$ cat src/hw/rtl/lttc_pkg.sv
package lttc_pkg;

    // Default geometry of the tag store.
    localparam int DEF_ENTRIES    = 16;
    localparam int DEF_COORD_BITS = 12;

    // Capacity register.
    localparam int            CAP_BITS  = 5;
    localparam logic [4:0]    CAP_RESET = 5'd16;

    // Operation codes carried by an input word.
    typedef enum logic {
        OP_LOOKUP = 1'b0,
        OP_FLUSH  = 1'b1
    } op_t;

    // Outcome of one lookup, passed from the replacement logic to the top level.
    typedef struct packed {
        logic hit;
        logic fill;
        logic evict;
    } lttc_decision_t;

endpackage

$ cat src/hw/rtl/lru_tile_tag_cache_unit.sv
// Channel   Signals                                           Word accepted when
// input     in_valid, in_stall, operation, tile_x, tile_y     in_valid && !in_stall
// output    out_valid, out_stall, hit, slot, evicted,         out_valid && !out_stall
//           evicted_x, evicted_y
// config    cfg_write, cfg_data                               cfg_write
//
// One word per cycle while the output is not stalled; an accepted input word passes
// through the input register and then the result register to the output.
// The tag compare, replacement choice and state update all happen in the cycle
// the word leaves the input register, so each word sees the state left by the last.
// Reset clears all entries at once and sets the capacity to 16.
// A stalled output word holds the input register, which then stalls the input.
module lru_tile_tag_cache_unit #(
    parameter int ENTRIES    = lttc_pkg::DEF_ENTRIES,
    parameter int COORD_BITS = lttc_pkg::DEF_COORD_BITS,
    parameter int SLOT_BITS  = (ENTRIES > 1) ? $clog2(ENTRIES) : 1
) (
    input  logic                          clk,
    input  logic                          rst_n,
    input  logic                          in_valid,
    output logic                          in_stall,
    input  logic                          operation,
    input  logic [COORD_BITS-1:0]         tile_x,
    input  logic [COORD_BITS-1:0]         tile_y,
    output logic                          out_valid,
    input  logic                          out_stall,
    output logic                          hit,
    output logic [SLOT_BITS-1:0]          slot,
    output logic                          evicted,
    output logic [COORD_BITS-1:0]         evicted_x,
    output logic [COORD_BITS-1:0]         evicted_y,
    input  logic                          cfg_write,
    input  logic [lttc_pkg::CAP_BITS-1:0] cfg_data
);
    import lttc_pkg::*;

    logic                  in_valid_reg;
    op_t                   operation_reg;
    logic [COORD_BITS-1:0] tile_x_reg;
    logic [COORD_BITS-1:0] tile_y_reg;
    logic [CAP_BITS-1:0]   capacity_reg;

    logic                  out_valid_reg;
    logic                  hit_reg;
    logic [SLOT_BITS-1:0]  slot_reg;
    logic                  evicted_reg;
    logic [COORD_BITS-1:0] evicted_x_reg;
    logic [COORD_BITS-1:0] evicted_y_reg;

    logic                  advance;
    logic                  accept;
    logic                  flush;
    logic [ENTRIES-1:0]    match_vec;
    logic [ENTRIES-1:0]    slot_sel;
    logic [ENTRIES-1:0]    write_sel;
    logic [COORD_BITS-1:0] victim_x;
    logic [COORD_BITS-1:0] victim_y;
    logic [SLOT_BITS-1:0]  slot_idx;
    lttc_decision_t        decision;

    // Handshake: the input register moves on unless the output word is stalled.
    assign advance  = in_valid_reg && !(out_valid_reg && out_stall);
    assign in_stall = in_valid_reg && out_valid_reg && out_stall;
    assign accept   = in_valid && !in_stall;
    assign flush    = (operation_reg == OP_FLUSH);

    // Capacity register.
    always_ff @(posedge clk or negedge rst_n)
    begin
        if (!rst_n)
        begin
            capacity_reg <= CAP_RESET;
        end
        else if (cfg_write)
        begin
            capacity_reg <= cfg_data;
        end
    end

    // Input register.
    always_ff @(posedge clk or negedge rst_n)
    begin
        if (!rst_n)
        begin
            in_valid_reg <= 1'b0;
        end
        else if (!in_stall)
        begin
            in_valid_reg <= in_valid;
        end
    end

    always_ff @(posedge clk)
    begin
        if (accept)
        begin
            operation_reg <= op_t'(operation);
            tile_x_reg    <= tile_x;
            tile_y_reg    <= tile_y;
        end
    end

    // Tag storage and compare.
    lttc_tags #(
        .ENTRIES    (ENTRIES),
        .COORD_BITS (COORD_BITS)
    ) u_tags (
        .clk        (clk),
        .tile_x     (tile_x_reg),
        .tile_y     (tile_y_reg),
        .write_sel  (write_sel),
        .victim_sel (slot_sel),
        .match_vec  (match_vec),
        .victim_x   (victim_x),
        .victim_y   (victim_y)
    );

    // Recency tracking and replacement choice.
    lttc_repl #(
        .ENTRIES (ENTRIES)
    ) u_repl (
        .clk       (clk),
        .rst_n     (rst_n),
        .fire      (advance),
        .flush     (flush),
        .match_vec (match_vec),
        .capacity  (capacity_reg),
        .decision  (decision),
        .slot_sel  (slot_sel)
    );

    // Tags are written on a fill or an eviction.
    assign write_sel = (advance && (decision.fill || decision.evict)) ? slot_sel : '0;

    // Encode the one-hot slot.
    always_comb
    begin
        slot_idx = '0;
        for (int i = 0; i < ENTRIES; i++)
        begin
            if (slot_sel[i])
            begin
                slot_idx = slot_idx | SLOT_BITS'(i);
            end
        end
    end

    // Result register.
    always_ff @(posedge clk or negedge rst_n)
    begin
        if (!rst_n)
        begin
            out_valid_reg <= 1'b0;
        end
        else if (advance)
        begin
            out_valid_reg <= 1'b1;
        end
        else if (!out_stall)
        begin
            out_valid_reg <= 1'b0;
        end
    end

    always_ff @(posedge clk)
    begin
        if (advance)
        begin
            hit_reg       <= decision.hit;
            slot_reg      <= slot_idx;
            evicted_reg   <= decision.evict;
            evicted_x_reg <= decision.evict ? victim_x : '0;
            evicted_y_reg <= decision.evict ? victim_y : '0;
        end
    end

    assign out_valid = out_valid_reg;
    assign hit       = hit_reg;
    assign slot      = slot_reg;
    assign evicted   = evicted_reg;
    assign evicted_x = evicted_x_reg;
    assign evicted_y = evicted_y_reg;

endmodule

$ cat src/hw/rtl/lttc_tags.sv
module lttc_tags #(
    parameter int ENTRIES    = lttc_pkg::DEF_ENTRIES,
    parameter int COORD_BITS = lttc_pkg::DEF_COORD_BITS
) (
    input  logic                  clk,
    input  logic [COORD_BITS-1:0] tile_x,
    input  logic [COORD_BITS-1:0] tile_y,
    input  logic [ENTRIES-1:0]    write_sel,
    input  logic [ENTRIES-1:0]    victim_sel,
    output logic [ENTRIES-1:0]    match_vec,
    output logic [COORD_BITS-1:0] victim_x,
    output logic [COORD_BITS-1:0] victim_y
);
    import lttc_pkg::*;

    logic [COORD_BITS-1:0] col_reg [ENTRIES];
    logic [COORD_BITS-1:0] row_reg [ENTRIES];

    // Install the requested coordinates in the selected entry.
    always_ff @(posedge clk)
    begin
        for (int i = 0; i < ENTRIES; i++)
        begin
            if (write_sel[i])
            begin
                col_reg[i] <= tile_x;
                row_reg[i] <= tile_y;
            end
        end
    end

    // Compare every entry against the request in parallel.
    always_comb
    begin
        for (int i = 0; i < ENTRIES; i++)
        begin
            match_vec[i] = (col_reg[i] == tile_x) && (row_reg[i] == tile_y);
        end
    end

    // Read out the coordinates of the one-hot selected victim.
    always_comb
    begin
        victim_x = '0;
        victim_y = '0;
        for (int i = 0; i < ENTRIES; i++)
        begin
            if (victim_sel[i])
            begin
                victim_x = victim_x | col_reg[i];
                victim_y = victim_y | row_reg[i];
            end
        end
    end

endmodule

$ cat src/hw/rtl/lttc_repl.sv
module lttc_repl #(
    parameter int ENTRIES = lttc_pkg::DEF_ENTRIES
) (
    input  logic                           clk,
    input  logic                           rst_n,
    input  logic                           fire,
    input  logic                           flush,
    input  logic [ENTRIES-1:0]             match_vec,
    input  logic [lttc_pkg::CAP_BITS-1:0]  capacity,
    output lttc_pkg::lttc_decision_t       decision,
    output logic [ENTRIES-1:0]             slot_sel
);
    import lttc_pkg::*;

    localparam int RANK_BITS = (ENTRIES > 1) ? $clog2(ENTRIES) : 1;
    localparam int FILL_BITS = $clog2(ENTRIES + 1);
    localparam int CMP_BITS  = (FILL_BITS > CAP_BITS) ? FILL_BITS : CAP_BITS;

    logic [ENTRIES-1:0]   valid_reg;
    logic [RANK_BITS-1:0] rank_reg [ENTRIES];
    logic [FILL_BITS-1:0] fill_reg;

    logic [ENTRIES-1:0]   hit_vec;
    logic [ENTRIES-1:0]   hit_sel;
    logic [ENTRIES-1:0]   free_vec;
    logic [ENTRIES-1:0]   free_sel;
    logic [ENTRIES-1:0]   lru_sel;
    logic [ENTRIES-1:0]   age_vec;
    logic [FILL_BITS-1:0] fill_dec;
    logic [RANK_BITS-1:0] last_rank;
    logic [RANK_BITS-1:0] hit_rank;
    logic [CMP_BITS-1:0]  cap_ext;
    logic [CMP_BITS-1:0]  cap_eff;
    logic [CMP_BITS-1:0]  fill_ext;
    logic                 any_hit;
    lttc_decision_t       dec;

    // Lowest matching valid entry and lowest free entry.
    assign hit_vec  = match_vec & valid_reg;
    assign hit_sel  = hit_vec & (~hit_vec + ENTRIES'(1));
    assign free_vec = ~valid_reg;
    assign free_sel = free_vec & (~free_vec + ENTRIES'(1));
    assign any_hit  = |hit_vec;

    // Valid ranks are a permutation of 0..fill-1, so the oldest holds fill-1.
    assign fill_dec  = fill_reg - FILL_BITS'(1);
    assign last_rank = fill_dec[RANK_BITS-1:0];

    always_comb
    begin
        hit_rank = '0;
        for (int i = 0; i < ENTRIES; i++)
        begin
            lru_sel[i] = valid_reg[i] && (rank_reg[i] == last_rank);
            if (hit_sel[i])
            begin
                hit_rank = hit_rank | rank_reg[i];
            end
        end
    end

    // Clamp the configured capacity to 1..ENTRIES.
    assign cap_ext  = CMP_BITS'(capacity);
    assign fill_ext = CMP_BITS'(fill_reg);

    always_comb
    begin
        if (cap_ext == '0)
        begin
            cap_eff = CMP_BITS'(1);
        end
        else if (cap_ext > CMP_BITS'(ENTRIES))
        begin
            cap_eff = CMP_BITS'(ENTRIES);
        end
        else
        begin
            cap_eff = cap_ext;
        end
    end

    // Choose between hit, fill of a free entry and eviction of the oldest; a flush selects nothing.
    always_comb
    begin
        dec.hit   = any_hit;
        dec.fill  = !any_hit && (fill_ext < cap_eff);
        dec.evict = !any_hit && !(fill_ext < cap_eff);
        if (flush)
        begin
            dec      = '0;
            slot_sel = '0;
        end
        else if (dec.hit)
        begin
            slot_sel = hit_sel;
        end
        else if (dec.fill)
        begin
            slot_sel = free_sel;
        end
        else
        begin
            slot_sel = lru_sel;
        end
    end

    assign decision = dec;

    // Entries younger than the limit age by one; the chosen entry becomes newest.
    always_comb
    begin
        for (int i = 0; i < ENTRIES; i++)
        begin
            age_vec[i] = valid_reg[i] && !slot_sel[i] &&
                         (!dec.hit || (rank_reg[i] < hit_rank));
        end
    end

    // Recency, valid and fill state.
    always_ff @(posedge clk or negedge rst_n)
    begin
        if (!rst_n)
        begin
            valid_reg <= '0;
            fill_reg  <= '0;
            for (int i = 0; i < ENTRIES; i++)
            begin
                rank_reg[i] <= '0;
            end
        end
        else if (fire)
        begin
            if (flush)
            begin
                valid_reg <= '0;
                fill_reg  <= '0;
                for (int i = 0; i < ENTRIES; i++)
                begin
                    rank_reg[i] <= '0;
                end
            end
            else
            begin
                valid_reg <= valid_reg | slot_sel;
                if (dec.fill)
                begin
                    fill_reg <= fill_reg + FILL_BITS'(1);
                end
                for (int i = 0; i < ENTRIES; i++)
                begin
                    if (slot_sel[i])
                    begin
                        rank_reg[i] <= '0;
                    end
                    else if (age_vec[i])
                    begin
                        rank_reg[i] <= rank_reg[i] + RANK_BITS'(1);
                    end
                end
            end
        end
    end

endmodule

$ cat config.mk
export PLATFORM = sky130hd
export DESIGN_NAME = lru_tile_tag_cache_unit
export DESIGN_NICKNAME = d
export VERILOG_FILES = /design/src/hw/rtl/lttc_pkg.sv /design/src/hw/rtl/lru_tile_tag_cache_unit.sv /design/src/hw/rtl/lttc_tags.sv /design/src/hw/rtl/lttc_repl.sv
export SDC_FILE = /design/constraint.sdc
export NUM_CORES = 1
export LEC_CHECK = 0
export BUFFER_PORTS_ARGS = -buffer_cell sky130_fd_sc_hd__buf_2
export CELL_PAD_IN_SITES_DETAIL_PLACEMENT = 1
export CELL_PAD_IN_SITES_GLOBAL_PLACEMENT = 2
export CORE_MARGIN = 1
export CORE_UTILIZATION = 44
export DETAILED_ROUTE_END_ITERATION = 6
export PLACE_DENSITY_LB_ADDON = 0.05
export REMOVE_ABC_BUFFERS = 1
export SYNTH_ARGS = -nofsm -noshare
export SYNTH_HDL_FRONTEND = slang
export SYNTH_SLANG_ARGS = --single-unit
$ cat constraint.sdc
create_clock -name clk -period 10.23 [get_ports clk]
set_input_delay 0 -clock clk [delete_from_list [all_inputs] [get_ports clk]]
set_output_delay 0 -clock clk [all_outputs]
set_load 0.02 [all_outputs]
==> flow_metrics.py, run 1 <==
metrics = {
    "pwr": {
        "p_leak_nw": 11.9,
        "powerDensity_mw_per_mm2": 180,
        "peakVddDrop_mv": 0.169,
    },
    "layout": {
        "area_growth_pct": 14.0,
        "drive_gt1_share_pct": 13.4,
        "num-nets-final": 2904,
        "instances_no_fill": 3783,
    },
    "critical_path": {
        "timing.rr.start": "tile_y_reg[8]",
        "rr_worst_depth": 12,
        "cp_data_arrival_time_ns": 7.00,
        "cp_slowest_cell": "nor4_1",
        "critPathMaxStageDelay_ns": 1.24,
        "crit_required_ns": 10.58,
        "cp-endpoint": "evicted_y[4]",
        "start_kind": "register",
        "critPathKind": "register to register",
        "cp-startpoint": "tile_y_reg[8]",
        "r2r_end": "evicted_y[4]",
        "ff2ff_setup_slack_ns": 3.58,
        "crit_chain": "buf_4, xnor2_1, nand3_1, or3_1, nor4_1, or3_1, nor4_4, buf_4, a21oi_1, o2111ai_1, nor4_1, a21oi_1",
        "critPathCaptureType": "register",
        "cp_max_fo": 34,
    },
    "drt": {
        "routed-via-count": 26131,
        "drtIter0Drc": 3839,
        "drt-pass1-iter-count": 6,
        "avgRoutedWirePerCell_um": 38.2,
        "vias_per_cell": 6.91,
        "antenna_violating_nets_post_route": 0,
        "drc": 0,
        "routed_wirelength_um": 144000,
    },
    "sta": {
        "slew_headroom_pct": 1.17,
        "tightestPinTransition_ns": 1.47,
        "hold_violations": 0,
        "setup-violations-final": 0,
        "skew_ns": 0.0299,
        "rsz0062_at_grt": "no",
        "finalSetupTns_ns": 0,
        "finalCritPeriodShare_pct": 65.0,
        "clock.fmax_mhz": 150,
        "maxSlewViolCount": 0,
        "period_minus_slack_ns": 6.65,
    },
    "floorplanning": {
        "rows": 96,
        "pin_count": 67,
        "coreArea_mm2": 0.0688,
        "die_w_um": 266,
        "dieArea_mm2": 0.0710,
        "start_util_pct": 44.7,
        "die_h_um": 266,
    },
    "global_routing": {
        "top_usage_layer": "met2",
        "met1_usage_pct": 55.5,
        "first_global_vias": 25868,
        "grt_max_degree": 66,
        "gr-usage-met3_pct": 7.45,
        "grt_pass1_wl_um": 202000,
        "antenna_found_initial": 5,
        "grt_usage_pct": 40.6,
        "grt_overflow_total": 0,
        "gr-usage-met2_pct": 61.7,
    },
    "outcome": {
        "violations": "capacitance limit",
        "outcome": "finished with violations",
    },
    "yosys": {
        "postSynthCellCount": 2668,
        "ys_seq_elements": 531,
        "synth_seq_area_share_pct": 50.3,
        "ys_warn_count": 0,
        "netlist_area_mm2": 0.0308,
        "synthArstFlopShare_pct": 17.3,
        "synthDistinctLibCells": 99,
        "ys.flop_type": "edfxtp_1",
        "avgSynthCellArea_um2": 11.5,
        "synth-edff-count": 439,
    },
    "clock_network": {
        "clockBufferDepth": 3,
        "cts_resized": 0,
        "clk_pin_slew_ns": 0.06,
        "cts_inserted_buffers": 61,
        "cts-root-buf": "clkbuf_16",
        "clock_latency_ns": 0.67,
        "cts_setup_buffers": 0,
        "clkSinkCount": 531,
        "cts_tree": "done",
        "htreeDepth": 2,
    },
    "placed_design": {
        "globalplace.congestion": 1.02,
        "dp.cells": 3624,
        "portBuffers": 66,
        "dp_hpwl_um": 107000,
    },
    "hold_path": {
        "min_path_type": "primary input to register",
    },
    "job": {
        "maxCapViolations": 1,
    },
}
[critical path, delay by kind of cell (launching register included)]
family	cells	cell delay [ns]
XOR/XNOR	1	0.20
flip-flops	1	0.90
AND/OR/NAND/NOR	6	3.27
AO/OA/AOI/OAI	3	1.20
buffers and inverters	2	0.72
[routing by layer]
layer  vias to the layer above  wire (µm)
li1                      10657          -
met2                      1633      63500
met3                       317      14000
met5                         -          0
met4                         0       8150
met1                     13524      58800
[where the power goes]
group	internal [mW]	total [mW]	switching (mW)
logic	0.452	1.33	0.873
registers	2.44	2.59	0.148
clock network	1.39	2.38	0.989
[layout by cell type, fill, tap and decap left out, drive strengths merged, types with 53 or more instances in the layout]
cell	n
a22o	58
nor2	105
edfxtp	439
buf	174
clkbuf	70
xnor2	367
nand3	109
nand2	150
o21ai	53
inv	69
xor2	86
nor4	75
nand4	172
dfrtp	91
ha	70
[synth_stat cells (all sizes together) (8+ instances only)]
cell type    n  area share, %
a2111oi     14           0.42
a211o       26           0.74
a21o        18           0.44
a21oi       49           0.81
a221o       13           0.42
a221oi      19           0.60
a222oi      35            1.1
a22o        58            1.7
a22oi       42            1.0
a2bb2oi      8           0.23
a31oi       34           0.69
a32o        17           0.55
a32oi       18           0.51
and2        22           0.46
and3        22           0.45
and4        25           0.72
buf         92            1.9
clkbuf      56           0.68
dfrtp       91            7.4
edfxtp     439             43
ha          70            2.8
inv         70           0.85
mux2        18           0.66
nand2      150            1.8
nand2b      10           0.20
nand3      109            1.8
nand3b      11           0.27
nand4      172            3.5
nor2       105            1.3
nor2b       12           0.24
nor3        50           0.85
nor3b       11           0.30
nor4        75            1.7
nor4b       23           0.74
o2111ai      9           0.26
o211ai      21           0.51
o21a        12           0.29
o21ai       53           0.87
o2bb2ai      9           0.28
o31ai       23           0.80
or3         15           0.31
or4         19           0.48
xnor2      367             11
xor2        86            2.4
[cell families (layout without fill, tap and decap cells)]
group | after synthesis | in the layout | share of synthesized area (%)
AO/OA/AOI/OAI | 510 | 510 | 13.3
XOR/XNOR | 457 | 457 | 13.3
adder cells (fa/ha/maj) | 70 | 70 | 2.85
buffers and inverters | 219 | 402 | 3.49
flip-flops | 531 | 531 | 50.3
multiplexers | 25 | 25 | 0.887
other | 0 | 1 | 0
AND/OR/NAND/NOR | 856 | 856 | 15.8
[through the flow]
step	hold WS (ns)	power (mW)	setup WS, ns	cell area, µm²	util (%)
after floorplan	-0.296	3.33	2.06	30000	-
after global placement	0.0477	3.87	3.90	32500	47.2
after detailed placement	0.0531	3.90	3.79	32500	47.2
after CTS	0.0157	6.28	3.76	35100	50.9
after global routing	0.0392	6.44	3.22	35100	50.9
final	0.0384	6.30	3.58	35100	50.9
[cell type report]
| class | instances | area, µm² |
|---|---|---|
| well taps | 931 | 1160 |
| diodes | 1 | 2.50 |
| flip-flops and latches | 531 | 15500 |
| clock buffers | 70 | 1590 |
| fillers | 7172 | 33800 |
| inverters | 71 | 268 |
| multi-input cells | 1918 | 14400 |
| repair buffers | 216 | 1580 |
| clock inverters | 45 | 554 |
[worst min path at each step]
stage,cells after the start,startpoint,slack (ns),end
floorplan,0,rst_n,-0.30,capacity_reg[0]
global placement,1,rst_n,0.05,capacity_reg[2]
detailed placement,1,rst_n,0.05,capacity_reg[2]
CTS,2,tile_x[5],0.02,tile_x_reg[5]
global route,2,tile_y[1],0.04,tile_y_reg[1]
finish,2,tile_x[5],0.04,tile_x_reg[5]
[what timing repair did]
item                                   CTS  global route
setup endpoints to repair                0             0
endpoints found under the hold margin   75             0
hold buffers                            43             0
Power figures use the tool's default switching activity.
==> run 2: changes to the inputs <==
--- a/config.mk
+++ b/config.mk
@@ -5,11 +5,12 @@
 export SDC_FILE = /design/constraint.sdc
 export NUM_CORES = 1
 export LEC_CHECK = 0
+export ABC_AREA = 1
 export BUFFER_PORTS_ARGS = -buffer_cell sky130_fd_sc_hd__buf_2
 export CELL_PAD_IN_SITES_DETAIL_PLACEMENT = 1
 export CELL_PAD_IN_SITES_GLOBAL_PLACEMENT = 2
 export CORE_MARGIN = 1
-export CORE_UTILIZATION = 44
+export CORE_UTILIZATION = 35
 export DETAILED_ROUTE_END_ITERATION = 6
 export PLACE_DENSITY_LB_ADDON = 0.05
 export REMOVE_ABC_BUFFERS = 1
==> constraint.sdc (replaced) <==
create_clock -name clk -period 5.3 [get_ports clk]
set_input_delay 0 -clock clk [delete_from_list [all_inputs] [get_ports clk]]
set_output_delay 0 -clock clk [all_outputs]
set_load 0.02 [all_outputs]
==> run 2 against run 1 <==
Net effect:
- the run ends with hold timing left
- clock-buffer cell count is 20 higher
- total power increased by 130%
- critical endpoint is now evicted_y[0]
- synthesized cell count rose by 65%
- sequential share of layout area is 5.2 points lower
- combinational power increased to 3.1 times the previous value
- largest power group unchanged
- utilization fell by 9.4 points
- die area grew 38%
- final area grew 13%
==> flow_metrics.py, run 2 <==
metrics = {
    "outcome": {
        "outcome": "finished with violations",
        "violations": "hold timing",
    },
    "yosys": {
        "synth_seq_area_share_pct": 45.6,
        "synth_top_area_cell": "edfxtp_1",
        "synthArstFlopShare_pct": 17.3,
        "postSynthCellCount": 4398,
        "synth_common_cells": "nand2_1 (1352), nor2_1 (588), inv_1 (509)",
        "yosysMostFrequentCell": "nand2_1",
        "synth-edff-count": 439,
        "synthTopCellsByArea": "edfxtp_1 (39%), nand2_1 (15%), dfrtp_1 (6.7%), nor2_1 (6.5%), inv_1 (5.6%)",
        "ys.flop_type": "edfxtp_1",
        "netlist_area_mm2": 0.0339,
        "synthDistinctLibCells": 61,
        "avgSynthCellArea_um2": 7.72,
        "synth_top_area_share_pct": 38.8,
        "ys_seq_elements": 531,
        "ys_warn_count": 0,
    },
    "floorplanning": {
        "die_h_um": 313,
        "rows": 113,
        "coreArea_mm2": 0.0956,
        "pin_count": 67,
        "die_w_um": 313,
        "start_util_pct": 35.5,
        "dieArea_mm2": 0.0982,
    },
    "clock_network": {
        "clockBufferDepth": 3,
        "htreeDepth": 3,
        "clock_latency_ns": 0.68,
        "cts_setup_buffers": 0,
        "clkSinkCount": 531,
        "cts_inserted_buffers": 69,
        "cts_tree": "done",
        "cts-root-buf": "clkbuf_16",
        "clk_pin_slew_ns": 0.07,
    },
    "drt": {
        "top_layer": "met5",
        "vias_per_cell": 5.57,
        "drtIter0Drc": 3785,
        "drt-pass1-iter-count": 5,
        "routed_wirelength_um": 180000,
        "wl_met1_um": 77800,
        "dr_wl_met3_um": 15100,
        "drc": 0,
        "routed-via-count": 33279,
        "met2_length_um": 78900,
        "avgRoutedWirePerCell_um": 30.2,
        "antenna_violating_nets_post_route": 0,
    },
    "critical_path": {
        "r2r_end": "evicted_y[0]",
        "cp_data_arrival_time_ns": 5.61,
        "cp.depth": 25,
        "critPathCaptureType": "register",
        "timing.rr.start": "tile_y_reg[3]",
        "start_kind": "register",
        "ff2ff_setup_slack_ns": 0.25,
        "critPathTopFamily": "simple AND/OR/NAND/NOR gates",
        "cp_slowest_cell": "o21ai_1",
        "crit_required_ns": 5.86,
        "critPathMaxStageDelay_ns": 0.70,
        "critPathKind": "register to register",
        "rr_worst_depth": 25,
        "cp_max_fo": 15,
        "cp_num_buf_inv": 6,
    },
    "placed_design": {
        "place_area_mm2": 0.0370,
        "globalplace.congestion": 1.02,
        "place_ws_ns": 0.300,
        "dp_hpwl_um": 134000,
        "portBuffers": 66,
    },
    "pwr": {
        "peakVddDrop_mv": 0.361,
        "p_clk_share_pct": 34.1,
        "p_comb_share_pct": 28.9,
        "powerDensity_mw_per_mm2": 357,
        "p_leak_nw": 17.5,
        "p_int_mw": 8.81,
        "sw_frac_of_total_pct": 37.9,
        "seqPwrFrac_pct": 37.0,
        "p_total_mw": 14.2,
        "power.switching_mw": 5.38,
    },
    "global_routing": {
        "grt_overflow_total": 0,
        "first_global_vias": 32896,
        "antenna_found_initial": 4,
        "grt_usage_pct": 36.4,
        "grt_pass1_wl_um": 251000,
        "grt_max_degree": 63,
    },
    "sta": {
        "hold_slack_ns": -0.0121,
        "setup-violations-final": 0,
        "hold_violations": 14,
        "rsz0062_at_grt": "no",
        "tightestPinTransition_ns": 1.05,
        "clock.fmax_mhz": 198,
        "maxSlewViolCount": 0,
        "finalCritPeriodShare_pct": 95.3,
        "finalSetupTns_ns": 0,
        "skew_ns": 0.0430,
        "setup_slack_ns": 0.247,
        "slew_headroom_pct": 29.8,
        "period_minus_slack_ns": 5.05,
    },
    "layout": {
        "drive_gt1_share_pct": 11.2,
        "final_area_mm2": 0.0397,
        "num-nets-final": 4754,
        "area_growth_pct": 17.0,
        "layout_commonest_cell": "nand2_1",
        "final_cell_mix": "nand2_1 (1352), nor2_1 (579), inv_1 (507), edfxtp_1 (439), nand3_1 (312)",
    },
    "hold_path": {
        "min_path_type": "primary input to asynchronous set/reset pin",
    },
    "job": {
        "maxCapViolations": 0,
    },
}
==> run 2: cell count changes after synthesis, moves of 116 or more <==
cell,before,now
nand2_1,150,1352
inv_1,70,509
xnor2_1,363,95
nand3_1,109,312
o21ai_0,35,151
nor2_1,104,588
==> run 2: power groups by stage <==
stage                     logic (mW)  clock network, mW  registers (mW)
after floorplan                 2.02                  0            5.29
after global placement          3.98                  0            5.32
after detailed placement        4.01                  0            5.32
after CTS                       4.06               4.89            5.24
final                           4.10               4.84            5.25
after global routing            4.39               5.01            5.29
==> run 2: worst register-to-register path, stage by stage, from the launching register on <==
cell and delay, ns:
edfxtp_1 0.44, inv_2 0.62, buf_4 0.28, nand2_1 0.08, nand3_1 0.09, nor2_1 0.05, nand2_1 0.11, nor2_1 0.06
buf_4 0.17, nor2_2 0.15, nand2_1 0.09, nor2_2 0.22, and2_4 0.30, nand2_8 0.08, nor2_8 0.14, nand3_1 0.11
nand3_1 0.15, buf_12 0.17, nand2_1 0.10, buf_4 0.25, o21ai_1 0.70, nor2_1 0.11, nand3_1 0.10, nor2_1 0.09
a21oi_1 0.16, buf_4 0.13
==> run 2: what timing repair did <==
item,CTS,global route
resized for setup,0,5
endpoints found under the hold margin,108,0
hold buffers,46,0
setup endpoints to repair,0,64
==> run 2: how the worst max path moves through the flow <==
stage / start / endpoint / slack, ns
2_1_floorplan: out_valid / u_tags.col_reg[0][0] / -3.29
3_3_place_gp: tile_x_reg[11] / u_repl.rank_reg[56] / 0.34
3_5_place_dp: tile_x_reg[11] / u_repl.rank_reg[58] / 0.30
4_1_cts: tile_y_reg[0] / u_repl.rank_reg[58] / 0.22
5_1_grt: tile_y_reg[3] / u_repl.rank_reg[58] / 0.09
6_report: tile_y_reg[3] / evicted_y[0] / 0.25
==> run 2: metrics by stage <==
stage | hold WS (ns) | util (%) | cells
2_1_floorplan | -0.296 | - | 4256
3_3_place_gp | 0.161 | 38.7 | 5797
3_5_place_dp | 0.167 | 38.7 | 5797
4_1_cts | 0.000861 | 41.5 | 5970
5_1_grt | 0.0222 | 41.5 | 5970
6_report | -0.0121 | 41.6 | 5972
==> run 2: routing by layer <==
metal | global-route usage [%] | vias up
li1 | - | 14938
met1 | 50.1 | 16513
met2 | 56.1 | 1514
met3 | 6.80 | 312
met4 | 14.8 | 2
met5 | 0 | -
==> run 2: cell type report <==
class	count	area (µm²)
Fill cell	11720	55900
Multi-Input combinational cell	3186	15500
Sequential cell	531	15500
Timing Repair Buffer	322	2810
Inverter	539	2040
Clock buffer	90	1870
Tap cell	1265	1580
Clock inverter	37	394
Antenna cell	2	5.00
==> run 2: kinds of logic (layout without fill, tap and decap cells) <==
| family | Yosys count | in the layout | share of synthesized area [%] |
|---|---|---|---|
| AOI/OAI and AO/OA | 396 | 396 | 6.64 |
| xor gates and xnor gates | 151 | 151 | 3.92 |
| adders and majority gates | 70 | 70 | 2.58 |
| buffers and inverters | 681 | 988 | 8.90 |
| DFF | 531 | 531 | 45.6 |
| muxes | 4 | 4 | 0.133 |
| other | 0 | 2 | 0 |
| and+or+nand+nor | 2565 | 2565 | 32.2 |
